[config.mk]
export PLATFORM = sky130hd
export DESIGN_NAME = press_length_lamp_dimmer
export DESIGN_NICKNAME = d
export VERILOG_FILES = /design/src/sv/pld_pkg.sv /design/src/sv/press_length_lamp_dimmer.sv
export VERILOG_INCLUDE_DIRS = /design/src /design/src/sv
export SDC_FILE = /design/constraint.sdc
export NUM_CORES = 1
export LEC_CHECK = 0
export ABC_AREA = 1
export BUFFER_PORTS_ARGS = -buffer_cell sky130_fd_sc_hd__clkbuf_2
export CORE_ASPECT_RATIO = 1.1
export CORE_MARGIN = 1
export CORE_UTILIZATION = 45
export DETAILED_ROUTE_END_ITERATION = 8
export PLACE_DENSITY = 0.7
export SYNTH_ARGS = -nofsm -noshare
export SYNTH_HDL_FRONTEND = slang
export SYNTH_SLANG_ARGS = --single-unit
export TNS_END_PERCENT = 1
[constraint.sdc]
create_clock -name aclk -period 7.3 [get_ports aclk]
set_input_delay 1.46 -clock aclk [delete_from_list [all_inputs] [get_ports aclk]]
set_output_delay 1.46 -clock aclk [all_outputs]
set_load 0.02 [all_outputs]
[src/sv/press_length_lamp_dimmer_assert.svh]
// Assertion macros for the press-length lamp dimmer.
// Used inside modules that declare aclk and aresetn.
`ifndef PRESS_LENGTH_LAMP_DIMMER_ASSERT_SVH
`define PRESS_LENGTH_LAMP_DIMMER_ASSERT_SVH

// consequent checked in the same cycle
`define PLD_ASSERT_NOW(label, ante, cons, msg) \
    label: assert property (@(posedge aclk) disable iff (!aresetn) \
        (ante) |-> (cons)) else $error(msg);

// consequent checked in the following cycle
`define PLD_ASSERT_NEXT(label, ante, cons, msg) \
    label: assert property (@(posedge aclk) disable iff (!aresetn) \
        (ante) |=> (cons)) else $error(msg);

`endif

[src/sv/pld_pkg.sv]
// Package for the press-length lamp dimmer: register map, reset values
// and the colour scaling function. No dependencies.
package pld_pkg;

    localparam int unsigned CfgAddrW = 5;

    localparam logic [7:0]  LONG_PRESS_RST  = 8'd10;
    localparam logic [7:0]  DIM_INTERVAL_RST = 8'd10;
    localparam logic [7:0]  ON_BRIGHT_RST   = 8'd200;
    localparam logic [23:0] SHORT_COLOR_RST = 24'hFF0000;
    localparam logic [23:0] LONG_COLOR_RST  = 24'hFFFFFF;

    typedef enum logic [2:0] {
        REG_LONG_PRESS   = 3'd0,
        REG_DIM_INTERVAL = 3'd1,
        REG_ON_BRIGHT    = 3'd2,
        REG_SHORT_COLOR  = 3'd3,
        REG_LONG_COLOR   = 3'd4
    } reg_idx_t;

    typedef struct packed {
        logic [7:0] level;
        logic [7:0] third;
        logic [7:0] second;
        logic [7:0] first;
    } frame_t;

    // c * b / 255, truncated, exact for every product of two bytes
    function automatic logic [7:0] scale_byte(input logic [7:0] c, input logic [7:0] b);
        logic [15:0] prod;
        logic [16:0] sum;
        prod = {8'd0, c} * {8'd0, b};
        sum  = {1'b0, prod} + {9'd0, prod[15:8]} + 17'd1;
        return sum[15:8];
    endfunction

endpackage

[src/sv/press_length_lamp_dimmer.sv]
// Press-length lamp dimmer: button tick stream in, LED frame stream out.
// Input channel s_axis_*: one transaction per tick, tdata[0] = first sample
//   low, tdata[1] = confirm sample low; the button is held when both are set.
// Output channel m_axis_*: one transaction per lamp update (release of the
//   button, or one dimming step while idle). tdata holds the scaled green,
//   red and blue bytes and the brightness used; every LED shows this frame.
// Configuration: APB port, registers at byte addresses 0,4,8,12,16 (long
//   press ticks, dim interval, on brightness, short and long press colour).
// Path: a tick is registered on acceptance and its result is written to the
//   output register once the output is free, which raises tvalid.
// Throughput: one tick per cycle unless stalled; the state update and the 8x8
//   scaling multipliers form the single stage between input and output register.
// Stall: while m_axis_tready is low and a frame waits, a held tick stays in
//   the input register and s_axis_tready drops; ticks that give no frame
//   pass through without waiting on the receiver once the output is free.
// Reset: aresetn (synchronous, active low) clears both registers' valid
//   flags, the counters, brightness and colour (lamp black), and loads the
//   configuration defaults.
`include "press_length_lamp_dimmer_assert.svh"

module press_length_lamp_dimmer
    import pld_pkg::*;
(
    input  logic                aclk,
    input  logic                aresetn,

    input  logic                s_axis_tvalid,
    output logic                s_axis_tready,
    input  logic [7:0]          s_axis_tdata,  // [0] pin_low_first, [1] pin_low_confirm

    output logic                m_axis_tvalid,
    input  logic                m_axis_tready,
    output logic [31:0]         m_axis_tdata,  // [7:0] wire_first_byte,
                                               // [15:8] wire_second_byte,
                                               // [23:16] wire_third_byte,
                                               // [31:24] level_now

    input  logic                psel,
    input  logic                penable,
    input  logic                pwrite,
    input  logic [CfgAddrW-1:0] paddr,
    input  logic [31:0]         pwdata,
    output logic [31:0]         prdata,
    output logic                pready
);

    logic [7:0]  long_press_reg;
    logic [7:0]  dim_interval_reg;
    logic [7:0]  on_bright_reg;
    logic [23:0] short_color_reg;
    logic [23:0] long_color_reg;

    logic        in_valid_reg;
    logic [1:0]  pins_reg;

    logic [7:0]  press_ticks_reg, press_ticks_next;
    logic [7:0]  idle_ticks_reg,  idle_ticks_next;
    logic [7:0]  level_reg,       level_next;
    logic [23:0] color_reg,       color_next;

    logic        out_valid_reg;
    frame_t      frame_reg, frame_next;

    logic        cfg_wr;
    reg_idx_t    cfg_idx;
    logic        advance;
    logic        proc;
    logic        pressed;
    logic        emit;
    logic [7:0]  idle_inc;

    assign pready  = 1'b1;
    assign cfg_wr  = psel && penable && pwrite && pready;
    assign cfg_idx = reg_idx_t'(paddr[CfgAddrW-1:2]);

    always_ff @(posedge aclk) begin
        if (!aresetn) begin
            long_press_reg   <= LONG_PRESS_RST;
            dim_interval_reg <= DIM_INTERVAL_RST;
            on_bright_reg    <= ON_BRIGHT_RST;
            short_color_reg  <= SHORT_COLOR_RST;
            long_color_reg   <= LONG_COLOR_RST;
        end else if (cfg_wr) begin
            unique case (cfg_idx)
                REG_LONG_PRESS:   long_press_reg   <= pwdata[7:0];
                REG_DIM_INTERVAL: dim_interval_reg <= pwdata[7:0];
                REG_ON_BRIGHT:    on_bright_reg    <= pwdata[7:0];
                REG_SHORT_COLOR:  short_color_reg  <= pwdata[23:0];
                REG_LONG_COLOR:   long_color_reg   <= pwdata[23:0];
                default: ;
            endcase
        end
    end

    always_comb begin
        unique case (cfg_idx)
            REG_LONG_PRESS:   prdata = {24'd0, long_press_reg};
            REG_DIM_INTERVAL: prdata = {24'd0, dim_interval_reg};
            REG_ON_BRIGHT:    prdata = {24'd0, on_bright_reg};
            REG_SHORT_COLOR:  prdata = {8'd0, short_color_reg};
            REG_LONG_COLOR:   prdata = {8'd0, long_color_reg};
            default:          prdata = 32'd0;
        endcase
    end

    assign advance       = !out_valid_reg || m_axis_tready;
    assign proc          = in_valid_reg && advance;
    assign s_axis_tready = !in_valid_reg || advance;

    always_ff @(posedge aclk) begin
        if (!aresetn) begin
            in_valid_reg <= 1'b0;
        end else if (s_axis_tready) begin
            in_valid_reg <= s_axis_tvalid;
        end
    end

    always_ff @(posedge aclk) begin
        if (s_axis_tready && s_axis_tvalid) begin
            pins_reg <= s_axis_tdata[1:0];
        end
    end

    assign pressed  = pins_reg[0] && pins_reg[1];
    assign idle_inc = (idle_ticks_reg <= dim_interval_reg && idle_ticks_reg != 8'hFF)
                      ? idle_ticks_reg + 8'd1 : idle_ticks_reg;

    always_comb begin
        press_ticks_next = press_ticks_reg;
        idle_ticks_next  = idle_ticks_reg;
        level_next       = level_reg;
        color_next       = color_reg;
        emit             = 1'b0;
        if (pressed) begin
            if (press_ticks_reg != 8'hFF) begin
                press_ticks_next = press_ticks_reg + 8'd1;
            end
        end else if (press_ticks_reg == 8'd0) begin
            idle_ticks_next = idle_inc;
            if (level_reg != 8'd0 && idle_inc > dim_interval_reg) begin
                level_next      = level_reg - 8'd1;
                idle_ticks_next = 8'd0;
                emit            = 1'b1;
            end
        end else begin
            if (press_ticks_reg < long_press_reg) begin
                if (level_reg == 8'd0) begin
                    level_next = on_bright_reg;
                    color_next = short_color_reg;
                end else begin
                    level_next = 8'd0;
                end
            end else begin
                level_next = on_bright_reg;
                color_next = long_color_reg;
            end
            press_ticks_next = 8'd0;
            emit             = 1'b1;
        end
    end

    always_comb begin
        frame_next.first  = scale_byte(color_next[15:8],  level_next);
        frame_next.second = scale_byte(color_next[23:16], level_next);
        frame_next.third  = scale_byte(color_next[7:0],   level_next);
        frame_next.level  = level_next;
    end

    always_ff @(posedge aclk) begin
        if (!aresetn) begin
            press_ticks_reg <= 8'd0;
            idle_ticks_reg  <= 8'd0;
            level_reg       <= 8'd0;
            color_reg       <= 24'd0;
        end else if (proc) begin
            press_ticks_reg <= press_ticks_next;
            idle_ticks_reg  <= idle_ticks_next;
            level_reg       <= level_next;
            color_reg       <= color_next;
        end
    end

    always_ff @(posedge aclk) begin
        if (!aresetn) begin
            out_valid_reg <= 1'b0;
        end else if (advance) begin
            out_valid_reg <= proc && emit;
        end
    end

    always_ff @(posedge aclk) begin
        if (proc && emit) begin
            frame_reg <= frame_next;
        end
    end

    assign m_axis_tvalid = out_valid_reg;
    assign m_axis_tdata  = frame_reg;

    `PLD_ASSERT_NOW(a_stall_holds_tick, !s_axis_tready, in_valid_reg,
        "input stalled with no tick held")
    `PLD_ASSERT_NOW(a_dark_frame, m_axis_tvalid && m_axis_tdata[31:24] == 8'd0,
        m_axis_tdata[23:0] == 24'd0, "frame at zero brightness is not black")
    `PLD_ASSERT_NEXT(a_level_only_on_tick, !proc, $stable(level_reg),
        "brightness changed without a tick")
    `PLD_ASSERT_NEXT(a_held_no_frame, proc && pressed, !m_axis_tvalid,
        "frame produced while the button is held")

endmodule
==> impl_results.md <==
* Crit Path Max Fanout at 7
* Worst EP arrival at 8380 ps
* Ys Warns at 0
* Cell row count at between 70 and 80
* Post-synth EDFFs at 34
* Most common cell in the netlist: nand2_1
* Clock Latency Late Sink at 470 ps
* # DRC at 0
* Post-Syn Area at 15570 µm²
* Vias in the first global route at 15240
* Worst slew pin tran at 970.7 ps
* Critical path data required time at 7510 ps
* Final hold vios at 0
* CP peak stage delay at between 500 and 600 ps
* Gate Count Post-Synth at between 2000 and 2500
* Die area at 35350 µm²
* WS Path Type: reg2reg
* Vias at 15350
* Clk pin slew, worst setup/hold paths at 70 ps
* Synth area leader: dfxtp_1
* Layout cells sized above 1 at a little over a quarter
* Bufs on Longest Clock Path at 2
* Fmax at 122.5 MHz
* Max Cap Viol at 0
* Initial antenna violation count at 0
* Max Slew Vio Count at 0
* Initial core utilization at 45.64%
* Nets at 2824
* Met2 Use GR at a little under half
* TritonCTS clock tree: built
* H-tree Lvls at 4
* I/O pin cnt at between 100 and 150
* Tcrit/Tclk final at 111.8%
* Post-CTS Hold Buffers at 0
* Peak supply drop at 167.3 µV
* Final instance count without filler cells at 2961
* Average size of a mapped cell at about 7 µm²
* Switch share at 37.82%
* Antenna Nets Post-Route at 0
* Hold Path Class: reg2reg
* Initial drt markers at 830
* Failing checks: negative setup slack
* CP delay by family, top: adder cells
* Status: finished with violations
* M1 GR Usage at 31.46%
* CP Capture Type: register
* Clock skew at between 10 and 15 ps
* Number of flip-flops in the largest register at 32
* Busiest grt layer: met2
* Lkg Pwr at 10.44 nW
* Area Overhead vs Synth at 28.76%
* Post-placement cell count at between 2000 and 3000
* Crit-path slowest cell: fa_1
* GRT Total Usage at 25.85%
* Grt ovf at 0
* Reg2reg setup slack at -860 ps
* Antenna cells at 0
* Sequential power share at around 28%
* DP Wirelength at ~35000 µm
* Routed wire length at 44560 µm
* Top cell type's share of synthesized area at 15.69%
* Yosys cell types at 59
* Via/cell ratio at 5.183
* Worst Setup Start Kind: register
* Die height at 197.1 µm
* P_sw at 1.234 mW
* Synth cell count leaders: nand2_1, inv_1, nor2_1
* Fin crit period at slightly above 8000 ps
* Worst path bufs/invs at 9
* Wire length per cell at 15.05 µm
* Final worst setup slack at -863.3 ps
* Combinational Power Share at approximately two fifths
* Internal power at 2.028 mW
* Die X at around 180 µm
* Placeable Area at ~34000 µm²
* Final TNS setup at -18780 ps
* Gp weighted congestion at about 0.93
* Main synth FF type: dfxtp_1
* # clock sinks at 156
* Pre-antenna DRT Iters at 7
* Area contributors post-synth: dfxtp_1, fa_1, ha_1, nand2_1, inv_1
* Largest net degree at the start of global routing at 99
* RSZ-0062 raised after global routing: true
* #FFs+latches synth at 156
* Root Buffer: clkbuf_16
* Met3 GRT Util at approximately 3.3%
* Rel. slew slack at between 30% and 40%
* # setup viols final at 24
* CTS buffer count at 17
* CP dominant cell by count: nand2_2
* Pwr Density at 162.7 nW/µm²
* Clock Power Share at 29.6%
* Asr flop ratio synth at 0%
* Hold Worst Slack at 486.8 ps
* Fin area at ~20000 µm²
* First-pass GRT wire length at ~73000 µm
* Sequential element share of the synthesized area at around 22%
* Fillcell total at 3061
* Buffers on Ports at 93
* Dpl cell area at 18440 µm²
## power groups by stage
stage          Combinational (mW)  Sequential, mW  Clock [mW]
2_1_floorplan               0.748           0.946           0
3_3_place_gp                 1.21           0.944           0
3_5_place_dp                 1.24           0.945           0
4_1_cts                      1.29           0.926       0.982
5_1_grt                      1.51           0.928        1.01
6_report                     1.37           0.926       0.967
## routing by layer
metal | vias up | routed length (µm)
met5 | - | 0
met4 | 0 | 1433
met3 | 103 | 2297
met2 | 427 | 22360
met1 | 7259 | 18470
li1 | 7558 | -
## stage by stage
stage          util (%)  setup slack (ps)  power [mW]
2_1_floorplan         -            -284.8       1.694
5_1_grt           58.76             -1255       3.454
4_1_cts           57.11            -796.2       3.201
6_report          58.76            -863.3       3.262
3_5_place_dp      54.06             -1015       2.185
3_3_place_gp      54.06            -833.9       2.156
## cell type report
class	instances	area, µm²	area share (%)
flip-flops and latches	156	3482	17.37
clock inverters	13	173.9	0.8676
well taps	438	548.0	2.734
repair buffers	377	2636	13.15
clock buffers	19	452.9	2.260
inverters	393	1480	7.384
multi-input cells	1565	11270	56.23
## cells by family (layout without fill, tap and decap cells)
group                      Yosys count  in the layout  share of synthesized area [%]
AOI/OAI and AO/OA                  346            346                          12.75
DFF                                156            156                          22.25
buffers and inverters              463            802                          11.72
other                                2              9                        0.04824
xor gates and xnor gates            49             49                          2.901
and+or+nand+nor                    899            899                          24.08
adders and majority gates          262            262                          26.26
## cells in the final DEF (no fill, tap or decap), types with 15 or more instances in the layout
master and instances:
inv_1 350, nand2_1 438, a21oi_2 33, nand4_1 17
nor2_1 224, buf_4 276, nand3_1 111, edfxtp_1 34
o21ai_0 98, ha_4 30, o21ai_2 19, xnor2_1 15
a21oi_1 91, ha_1 124, clkbuf_16 17, xor2_1 27
o21ai_1 32, inv_2 40, fa_1 106, nor2_2 16
nand2_2 27, nor2_4 15, clkbuf_2 93, dfxtp_1 111
## worst min-delay path, cell delays in order (launching register included)
cell     delay, ps
dfxtp_1        300
inv_1           80
a21oi_1         60
## repair_timing
action / CTS / global route
pin swaps: 46 / 68
gates resized for setup: 60 / 104
buffers inserted: 21 / 15
endpoints found under the setup margin: 24 / 24
## path summary, 6_finish.rpt
| kind | start | endpoint | cells after the start |
|---|---|---|---|
| worst max register to register | idle_ticks_reg[1]$_SDFFE_PN0P_ | m_axis_tdata[5]$_DFFE_PP_ | 50 |
| worst min register to register | long_press_reg[6]$_SDFFE_PN0P_ | long_press_reg[6]$_SDFFE_PN0P_ | 2 |
| worst max-delay path | idle_ticks_reg[1]$_SDFFE_PN0P_ | m_axis_tdata[5]$_DFFE_PP_ | 50 |
| worst min-delay path | long_press_reg[6]$_SDFFE_PN0P_ | long_press_reg[6]$_SDFFE_PN0P_ | 2 |
Note: power is estimated with default switching activity, not from simulation.
